--- config.mk ---
export PLATFORM = sky130hd
export DESIGN_NAME = modular_inverse_core_flat
export DESIGN_NICKNAME = d
export VERILOG_FILES = /design/src/hdl/mi_pkg.sv /design/src/hdl/mi_operand_if.sv /design/src/hdl/mi_result_if.sv /design/src/hdl/mi_div_unit.sv /design/src/hdl/modular_inverse_core.sv /design/src/flat_wrapper.sv
export SDC_FILE = /design/constraint.sdc
export NUM_CORES = 2
export LEC_CHECK = 0
export BUFFER_PORTS_ARGS = -buffer_cell sky130_fd_sc_hd__buf_2
export CORE_MARGIN = 3
export CORE_UTILIZATION = 40
export DETAILED_ROUTE_END_ITERATION = 16
export GPL_TIMING_DRIVEN = 0
export HOLD_SLACK_MARGIN = 0.03
export SYNTH_ARGS = -nofsm -noshare
export SYNTH_HDL_FRONTEND = slang
export SYNTH_SLANG_ARGS = --single-unit
--- constraint.sdc ---
create_clock -name clk -period 23.4 [get_ports clk]
set_input_delay 3.51 -clock clk [delete_from_list [all_inputs] [get_ports clk]]
set_output_delay 3.51 -clock clk [all_outputs]
set_load 0.02 [all_outputs]
--- src/hdl/mi_pkg.sv ---
// Shared types and constants for the modular inverse core.
`timescale 1ns / 1ps
package mi_pkg;

  localparam int FIELD_BITS = 63;

  typedef struct packed {
    logic busy;
    logic done;
  } mi_div_status_t;

endpackage

--- src/hdl/mi_operand_if.sv ---
// Operand channel: value and modulus with valid/ready handshake.
`timescale 1ns / 1ps
interface mi_operand_if import mi_pkg::*; ();
  logic                  valid;
  logic                  ready;
  logic [FIELD_BITS-1:0] value;
  logic [FIELD_BITS-1:0] modulus;

  modport source (output valid, output value, output modulus, input ready);
  modport sink (input valid, input value, input modulus, output ready);
endinterface

--- src/hdl/mi_result_if.sv ---
// Result channel: inverse and coprimality flag with valid/ready handshake.
`timescale 1ns / 1ps
interface mi_result_if import mi_pkg::*; ();
  logic                  valid;
  logic                  ready;
  logic [FIELD_BITS-1:0] inverse;
  logic                  not_coprime;

  modport source (output valid, output inverse, output not_coprime, input ready);
  modport sink (input valid, input inverse, input not_coprime, output ready);
endinterface

--- src/hdl/mi_div_unit.sv ---
// Bit-serial divider with fused quotient-times-multiplicand accumulation.
`timescale 1ns / 1ps
module mi_div_unit import mi_pkg::*; #(
  parameter int W = 63
) (
  input  logic           clk,
  input  logic           rst,
  input  logic           start,
  input  logic [W-1:0]   dividend,
  input  logic [W-1:0]   divisor,
  input  logic [W-1:0]   mult,
  output mi_div_status_t status,
  output logic [W-1:0]   remainder,
  output logic [W-1:0]   product
);

  localparam int CW = $clog2(W + 1);

  logic [W-1:0]  rem;
  logic [W-1:0]  dvd;
  logic [W-1:0]  acc;
  logic [W-1:0]  dsr;
  logic [W-1:0]  mul;
  logic [CW-1:0] cnt;
  logic          busy;
  logic          done;

  logic [W:0]    trial;
  logic [W:0]    diff;
  logic          ge;
  logic [W:0]    acc_next;

  assign trial    = {rem, dvd[W-1]};
  assign diff     = trial - {1'b0, dsr};
  assign ge       = trial >= {1'b0, dsr};
  assign acc_next = {acc, 1'b0} + (ge ? {1'b0, mul} : '0);

  always_ff @(posedge clk) begin
    if (rst) begin
      busy <= 1'b0;
      done <= 1'b0;
      cnt  <= '0;
    end else begin
      done <= 1'b0;
      if (start) begin
        busy <= 1'b1;
        cnt  <= CW'(W);
      end else if (busy) begin
        cnt <= cnt - CW'(1);
        if (cnt == CW'(1)) begin
          busy <= 1'b0;
          done <= 1'b1;
        end
      end
    end
  end

  always_ff @(posedge clk) begin
    if (start) begin
      rem <= '0;
      dvd <= dividend;
      acc <= '0;
      dsr <= divisor;
      mul <= mult;
    end else if (busy) begin
      rem <= ge ? diff[W-1:0] : trial[W-1:0];
      dvd <= {dvd[W-2:0], 1'b0};
      acc <= acc_next[W-1:0];
    end
  end

  assign status.busy = busy;
  assign status.done = done;
  assign remainder   = rem;
  assign product     = acc;

endmodule

--- src/hdl/modular_inverse_core.sv ---
// Modular inverse by extended Euclid: sequencer around a bit-serial divider.
//
// Usage: present value and modulus on the operands channel; one result beat
// follows on the result channel for every operand beat accepted. Both
// operands are taken in their low OPERAND_BITS bits. The result carries the
// inverse in the range 0 to modulus-1, or 0 with not_coprime set when the
// gcd of the operands is not 1 (modulus zero included).
// Sequence: the operand is first reduced by the modulus, then each Euclid
// step runs one pass of the shared divider, followed by the sequencer states
// S_NEXT and S_CHECK; after the last step come S_FIX, S_NEG and S_OUT, or
// S_OUT alone when not coprime. The divider forms one quotient bit per cycle.
// Throughput: one item at a time; operands.ready is high only while the
// sequencer is idle. The finished result sits in an output register, so the
// next item is accepted while a result waits to be taken.
// Reset: rst (synchronous, active high) clears the sequencer and the output
// valid. A stalled receiver holds the result beat stable; a second finished
// item waits in the sequencer until the output register frees.
`timescale 1ns / 1ps
module modular_inverse_core import mi_pkg::*; #(
  parameter int OPERAND_BITS = 63
) (
  input  logic         clk,
  input  logic         rst,
  mi_operand_if.sink   operands,
  mi_result_if.source  result
);

  localparam int W = OPERAND_BITS;

  typedef enum logic [6:0] {
    S_IDLE  = 7'b0000001,
    S_RUN   = 7'b0000010,
    S_NEXT  = 7'b0000100,
    S_CHECK = 7'b0001000,
    S_FIX   = 7'b0010000,
    S_NEG   = 7'b0100000,
    S_OUT   = 7'b1000000
  } state_t;

  state_t         state;
  logic [W-1:0]   m;
  logic [W-1:0]   r0;
  logic [W-1:0]   r1;
  logic [W-1:0]   u0;
  logic [W-1:0]   u1;
  logic [W-1:0]   x;
  logic           parity;
  logic           first;
  logic           flag;

  logic           out_valid;
  logic [W-1:0]   out_inverse;
  logic           out_not_coprime;

  logic [W-1:0]   in_value;
  logic [W-1:0]   in_modulus;
  logic           accept;
  logic           start;
  logic [W-1:0]   div_dividend;
  logic [W-1:0]   div_divisor;
  logic [W-1:0]   div_mult;
  mi_div_status_t div_status;
  logic [W-1:0]   div_rem;
  logic [W-1:0]   div_prod;
  logic           out_free;

  assign in_value   = operands.value[W-1:0];
  assign in_modulus = operands.modulus[W-1:0];
  assign operands.ready = (state == S_IDLE);
  assign accept     = operands.valid && (state == S_IDLE);
  assign out_free   = !out_valid || result.ready;

  assign start = (accept && (in_modulus != '0)) || ((state == S_CHECK) && (r1 != '0));
  assign div_dividend = (state == S_IDLE) ? in_value : r0;
  assign div_divisor  = (state == S_IDLE) ? in_modulus : r1;
  assign div_mult     = (state == S_IDLE) ? '0 : u1;

  mi_div_unit #(.W(W)) u_div (
    .clk       (clk),
    .rst       (rst),
    .start     (start),
    .dividend  (div_dividend),
    .divisor   (div_divisor),
    .mult      (div_mult),
    .status    (div_status),
    .remainder (div_rem),
    .product   (div_prod)
  );

  always_ff @(posedge clk) begin
    if (rst) begin
      state <= S_IDLE;
    end else begin
      case (state)
        S_IDLE: begin
          if (accept) begin
            state <= (in_modulus == '0) ? S_OUT : S_RUN;
          end
        end
        S_RUN: begin
          if (div_status.done) begin
            state <= S_NEXT;
          end
        end
        S_NEXT: begin
          state <= S_CHECK;
        end
        S_CHECK: begin
          if (r1 != '0) begin
            state <= S_RUN;
          end else if (r0 != W'(1)) begin
            state <= S_OUT;
          end else begin
            state <= S_FIX;
          end
        end
        S_FIX: begin
          state <= S_NEG;
        end
        S_NEG: begin
          state <= S_OUT;
        end
        S_OUT: begin
          if (out_free) begin
            state <= S_IDLE;
          end
        end
        default: begin
          state <= S_IDLE;
        end
      endcase
    end
  end

  always_ff @(posedge clk) begin
    case (state)
      S_IDLE: begin
        if (accept) begin
          m      <= in_modulus;
          r0     <= in_modulus;
          u0     <= '0;
          u1     <= W'(1);
          parity <= 1'b0;
          first  <= 1'b1;
          flag   <= (in_modulus == '0);
          x      <= '0;
        end
      end
      S_NEXT: begin
        first <= 1'b0;
        if (first) begin
          r1 <= div_rem;
        end else begin
          r0     <= r1;
          r1     <= div_rem;
          u0     <= u1;
          u1     <= div_prod + u0;
          parity <= ~parity;
        end
      end
      S_CHECK: begin
        if (r1 == '0) begin
          if (r0 != W'(1)) begin
            flag <= 1'b1;
            x    <= '0;
          end else begin
            x <= u0;
          end
        end
      end
      S_FIX: begin
        if (x >= m) begin
          x <= x - m;
        end
      end
      S_NEG: begin
        if (!parity && (x != '0)) begin
          x <= m - x;
        end
      end
      default: begin
      end
    endcase
  end

  always_ff @(posedge clk) begin
    if (rst) begin
      out_valid <= 1'b0;
    end else if ((state == S_OUT) && out_free) begin
      out_valid <= 1'b1;
    end else if (result.ready) begin
      out_valid <= 1'b0;
    end
  end

  always_ff @(posedge clk) begin
    if ((state == S_OUT) && out_free) begin
      out_inverse     <= x;
      out_not_coprime <= flag;
    end
  end

  assign result.valid       = out_valid;
  assign result.inverse     = FIELD_BITS'(out_inverse);
  assign result.not_coprime = out_not_coprime;

endmodule

--- src/flat_wrapper.sv ---
// flat-port wrapper written by rule: the top's interface ports become plain ports
module modular_inverse_core_flat import mi_pkg::*;
#(
  parameter int OPERAND_BITS = 63
)
  (clk, rst, operands_valid, operands_value, operands_modulus, operands_ready, result_valid, result_inverse, result_not_coprime, result_ready);
  mi_operand_if operands_i ();
  mi_result_if result_i ();
  input  logic clk;
  input  logic rst;
  input wire logic [$bits(operands_i.valid)-1:0] operands_valid;
  input wire logic [$bits(operands_i.value)-1:0] operands_value;
  input wire logic [$bits(operands_i.modulus)-1:0] operands_modulus;
  output wire logic [$bits(operands_i.ready)-1:0] operands_ready;
  output wire logic [$bits(result_i.valid)-1:0] result_valid;
  output wire logic [$bits(result_i.inverse)-1:0] result_inverse;
  output wire logic [$bits(result_i.not_coprime)-1:0] result_not_coprime;
  input wire logic [$bits(result_i.ready)-1:0] result_ready;
  assign operands_i.valid = operands_valid;
  assign operands_i.value = operands_value;
  assign operands_i.modulus = operands_modulus;
  assign operands_ready = operands_i.ready;
  assign result_valid = result_i.valid;
  assign result_inverse = result_i.inverse;
  assign result_not_coprime = result_i.not_coprime;
  assign result_i.ready = result_ready;
  modular_inverse_core #(.OPERAND_BITS(OPERAND_BITS)) u_core (.clk(clk), .rst(rst), .operands(operands_i), .result(result_i));
endmodule
# Word-level counts from Yosys, hierarchy flattened

Cells that the tools add are included.

Output and inout port bits: 66
Flip-flop bits (word level): 776

Equality and inequality tests: 17
Add/sub/neg operators: 6
Order comparisons: 2
Reductions and logical operators: 26
Mux-type cells: 44
Bitwise operators: 2

Operators with widths:

| cell                                                                   | count |
|---|---|
| 63-bit two-way mux                                                     | 16 |
| 63-bit one-hot mux with 2 select lines                                 | 3 |
| 63-bit one-hot mux with 4 select lines                                 | 1 |
| 63-bit nonzero test                                                    | 3 |
| 63-bit subtractor                                                      | 3 |
| 63-bit adder                                                           | 2 |
| 63-bit zero test                                                       | 2 |
| 64-bit by 63-bit >= comparator with 1-bit output                       | 1 |
| 63-bit >= comparator                                                   | 1 |
| 63-bit by 1-bit != test with 1-bit output (second input constant)      | 1 |
| 7-bit one-hot mux with 7 select lines                                  | 1 |
| 7-bit two-way mux                                                      | 6 |
| 1-bit two-way mux                                                      | 12 |
| 6-bit two-way mux                                                      | 2 |
| 2-bit by 1-bit != test with 1-bit output (second input constant)       | 4 |
| 2-bit != test (second input constant)                                  | 4 |
| 2-bit nonzero test                                                     | 4 |
| 7-bit by 1-bit equality test with 1-bit output (second input constant) | 1 |
| 7-bit by 2-bit equality test with 1-bit output (second input constant) | 1 |
| 7-bit by 3-bit equality test with 1-bit output (second input constant) | 1 |
| 7-bit by 4-bit equality test with 1-bit output (second input constant) | 1 |
| 7-bit by 5-bit equality test with 1-bit output (second input constant) | 1 |
| 7-bit by 6-bit equality test with 1-bit output (second input constant) | 1 |
| 7-bit equality test (second input constant)                            | 1 |
| other kinds (13)                                                       | 24 |

# Depth between registers and ports, before layout

Depth in word-level cells: 5
Mapped depth: 27

# Hierarchy

From an unflattened synthesis, not the netlist that was laid out.

Cell total of the unflattened synthesis: 5,392
Area total of the unflattened synthesis: 49,523.7 µm²

By module, submodules not included:

| module               | cells an instance | area an instance (µm²) | times used | seq. area each (µm²) |
|---|---|---|---|---|
| modular_inverse_core | 3,343             | 30,098.9               | 1          | 13,523.0 |
| mi_div_unit          | 2,049             | 19,424.9               | 1          | 8,358.0 |

# Worst setup path before layout

No wires, ideal clock.

Path type: register to register
From: reg u_core.state[6]
To: reg u_core.parity (enable)
Buffers on the path: 1
Clock period less this slack: 15.324 ns
Path slack: 8.076 ns
Arrival: 14.321 ns
Required time: 22.397 ns
Stages on the path, launching flop included: 5
Library setup time: 1.003 ns
Cell sequence: dfxtp_1 -> nor3_1 -> nand4b_1 -> clkbuf_1 -> o21ai_0

Word-level cells in the longest chain between the ends: 4
Elaborated cells between the ends (all ways): 7
Those cells by class: eq/ne (4); reduce/logical (3)

Ends and longest elaborated chain:

| item                                               | RTL line                                                | RTL |
|---|---|---|
| from (decl)                                        | modular_inverse_core.sv:40                              | `state_t state;` |
| from (signal assigned)                             | modular_inverse_core.sv:97                              | `state <= (in_modulus == '0) ? S_OUT : S_RUN;` |
| 7-bit by 1-bit equality test with 1-bit output     | modular_inverse_core.sv:70, modular_inverse_core.sv:136 |  |
| 1-bit logical AND                                  | modular_inverse_core.sv:70                              | `assign accept = operands.valid && (state == S_IDLE);` |
| 2-bit by 1-bit != test with 1-bit output (no line) | n/a                                                     |  |
| 3-bit AND reduction (no line) *                    | n/a                                                     |  |
| to (signal assigned)                               | modular_inverse_core.sv:158                             | `parity <= ~parity;` |
| to (decl)                                          | modular_inverse_core.sv:47                              | `logic parity;` |

Mark *: on every way between the ends. The rest lies on a longest branch, timed or not.
A chain may end at the register's enable or synchronous reset.

# Worst setup path in the final report

From: reg u_core.u_div.dvd[62]
To: reg u_core.u_div.acc[55] (netlist: u_core.u_div.product[55])

Word-level cells in the longest chain between the ends: 3

Ends and longest elaborated chain:

| item                                             | RTL line          | RTL |
|---|---|---|
| from (decl)                                      | mi_div_unit.sv:20 | `logic [W-1:0] dvd;` |
| from (signal assigned)                           | mi_div_unit.sv:61 | `dvd <= dividend;` |
| from (signal assigned)                           | mi_div_unit.sv:67 | `dvd <= {dvd[W-2:0], 1'b0};` |
| 64-bit by 63-bit >= comparator with 1-bit output | mi_div_unit.sv:35 | `assign ge = trial >= {1'b0, dsr};` |
| 63-bit two-way mux                               | mi_div_unit.sv:36 | `assign acc_next = {acc, 1'b0} + (ge ? {1'b0, mul} : '0);` |
| 63-bit adder                                     | mi_div_unit.sv:36 |  |
| to (signal assigned)                             | mi_div_unit.sv:68 | `acc <= acc_next[W-1:0];` |
| to (decl)                                        | mi_div_unit.sv:21 | `logic [W-1:0] acc;` |

Every way passes these cells.

==> out/metrics.cfg <==
[yosys]
async_flop_share_pct=0
synthCells=5323
yosysWarnings=0
syn-cell-area_um2=49000
avgSynthCellArea_um2=9.20
ys_ff_latch=776
synth_edf_count=634
netlist-cell-type-count=94
seq_area_frac_synth_pct=44.7
synthesis.nets=5771
synth_top_flop_cell=edfxtp_1

[placement]
place_area_um2=52300
io_buffers=195
dpl_worst_slack_ps=15520
dp_cells=7144
dp_hpwl_um=153000
gp_congestion=1.03

[setup_path]
cp_data_arrival_time_ps=8650
critPathMaxStageDelay_ps=740
worstSetupPathType=reg2reg
end_kind=register
r2r_slack_ps=15380
worst_ep_required_time_ps=24030
critPathMaxFanout=10
critPathLaunchType=register
crit_slowest_cell=clkbuf_1
startpoint=u_core.u_div.dvd[62]
crit-reg2reg-launch=u_core.u_div.dvd[62]

[worst_hold_path]
holdCritPathClass=reg2reg
min-delay-start=u_core.u_div.product[62]

[timing]
relSlewSlack_pct=-2.72
hold_viol=0
setup_violations=0
finClkSkew_ps=39.2
rsz0062_at_grt=false
finalSetupTns_ps=0
timing.final.crit_share_pct=34.3
min_period_ps=8020
slew_viol_final=11
max_clock_freq_ghz=0.125
holdWs_ps=498
setup_slack_ps=15380
tightestPinTransition_ps=1540

[route]
drt-pass1-iter-count=6
drtIter0Drc=5121
antenna_left=0
drc=0
num_vias=43317
wl_per_cell_um=26.3
vias_per_cell=5.92
routed_wl_um=192000

[clock_tree]
htreeDepth=3
cts_max_path_buffers=3
hold_buffers=0
numClockSinks=776
cts_tree=done
insertion_delay_ps=710
post_cts_resized=0
cts_root_buffer=clkbuf_16
cts.clk_slew.worst_paths_ps=60
postCtsSetupBuffers=0
cts_inserted_buffers=86

[die]
core_area_um2=121000
die_x_um=356
fp.dieArea_um2=127000
die_h_um=356
initial_core_util_pct=40.6
std_cell_rows=127
io-pin-count=196

[global_route]
grt_usage_pct=29.5
grt_pass1_wl_um=275000
grt_pass1_vias=40524
grt_max_degree=73
antenna_found_initial=19
gr-total-overflow=0

[pwr]
p_leak_nw=22.9
power_density_nw_per_um2=107
ir_drop_mv=0.0587
p_total_mw=5.94

[finish]
stdcell_count=7315
area_delta_synth_final_pct=12.9
fin_nets=6068
nFillCells=11731
drive_gt1_share_pct=7.73
fin_area_um2=55300
fin_util_pct=45.8

[status]
violations=capacitance limit, slew limit
status=finished, violations left

[job]
cap_violations=1

Yosys cell counts (17+ instances only):
| cell | number | area (um^2) |
|---|---|---|
| edfxtp_1 | 634 | 19000 |
| o221ai_1 | 31 | 272 |
| and2_1 | 142 | 888 |
| nor4_1 | 76 | 475 |
| nand3_1 | 52 | 260 |
| mux2i_1 | 61 | 611 |
| buf_2 | 23 | 115 |
| a221oi_1 | 22 | 193 |
| clkbuf_1 | 233 | 875 |
| a21o_1 | 203 | 1520 |
| buf_1 | 17 | 63.8 |
| inv_1 | 279 | 1050 |
| dfxtp_1 | 142 | 2840 |
| xor2_1 | 77 | 674 |
| a31oi_1 | 101 | 632 |
| nor2b_1 | 99 | 619 |
| a22o_1 | 22 | 193 |
| nand2_1 | 817 | 3070 |
| o211ai_1 | 29 | 218 |
| nand3b_1 | 22 | 165 |
| nor3_1 | 48 | 240 |
| and3_1 | 24 | 150 |
| nand2b_1 | 33 | 206 |
| o22ai_1 | 18 | 113 |
| ha_1 | 313 | 3920 |
| xnor2_1 | 116 | 1020 |
| o21bai_1 | 64 | 480 |
| a211oi_1 | 65 | 488 |
| nand4_1 | 102 | 638 |
| a22oi_1 | 20 | 150 |
| a221o_1 | 29 | 290 |
| o21a_1 | 33 | 248 |
| nor2_1 | 430 | 1610 |
| a21oi_1 | 443 | 2220 |
| o21ai_0 | 268 | 1340 |
placed cells by master, fill, tap and decap left out, types with 203 or more instances in the layout:
cell type / n
clkbuf_1: 246
buf_2: 218
edfxtp_1: 634
nand2_1: 817
a21oi_1: 443
ha_1: 313
a21o_1: 203
inv_1: 277
nor2_1: 429
o21ai_0: 267
registers in the layout, summed over array words and instances (netlist names), 6 cells and up:
| register | flops |
|---|---|
| u_core.m | 63 |
| u_core.r0 | 63 |
| u_core.r1 | 63 |
| u_core.result.inverse | 63 |
| u_core.state | 7 |
| u_core.u0 | 63 |
| u_core.u1 | 63 |
| u_core.u_div.cnt | 6 |
| u_core.u_div.dsr | 63 |
| u_core.u_div.dvd | 63 |
| u_core.u_div.mul | 63 |
| u_core.u_div.product | 63 |
| u_core.u_div.remainder | 63 |
| u_core.x | 63 |
worst max-delay path, delay by kind of cell, from the launching register on:
family | cells | cell delay, ps
simple gates | 6 | 830
fa+ha+maj | 3 | 740
buf+inv | 3 | 1340
compound gates | 13 | 4510
flops | 1 | 520
final timing paths:
check / endpoint / cells past startpoint
max reg2reg: u_core.u_div.product[55] / 25
min: u_core.u_div.product[62] / 2
max: u_core.u_div.product[55] / 25
min reg2reg: u_core.u_div.product[62] / 2
cell type report:
type / count / area (um^2) / share of cell area (%)
clock inverters: 53 / 646 / 1.17
flip-flops and latches: 776 / 21900 / 39.6
inverters: 279 / 1050 / 1.89
diodes: 9 / 22.5 / 0.0407
multi-input cells: 3990 / 25000 / 45.2
clock buffers: 109 / 2320 / 4.19
repair buffers: 209 / 1280 / 2.31
well taps: 1612 / 2020 / 3.65
plain buffers: 278 / 1100 / 1.98
power breakdown:
group          internal [mW]  switching [mW]  total (mW)  leakage (nW)
Sequential              1.76           0.249        2.01          7.25
Clock                  0.823           0.618        1.44          1.43
Combinational          0.878            1.61        2.49          14.2
logic make-up (layout without fill, tap and decap cells):
family	Yosys count	in the layout	synth area share, %
buffers and inverters	557	928	4.36
muxes	64	64	1.32
and+or+nand+nor	1918	1918	18.1
DFF	776	776	44.7
other	0	9	0
adders and majority gates	318	318	8.20
AOI/OAI and AO/OA	1497	1497	19.9
xor gates and xnor gates	193	193	3.45
per-layer routing:
| layer | wire length (um) | GRT usage (%) | vias to the layer above |
|---|---|---|---|
| li1 | - | - | 19914 |
| met4 | 10000 | 13.6 | 6 |
| met5 | 36 | 0 | - |
| met1 | 84000 | 42.0 | 20958 |
| met3 | 18900 | 6.09 | 358 |
| met2 | 79100 | 42.7 | 2081 |
No activity file was read; power rests on OpenSTA's default activity.
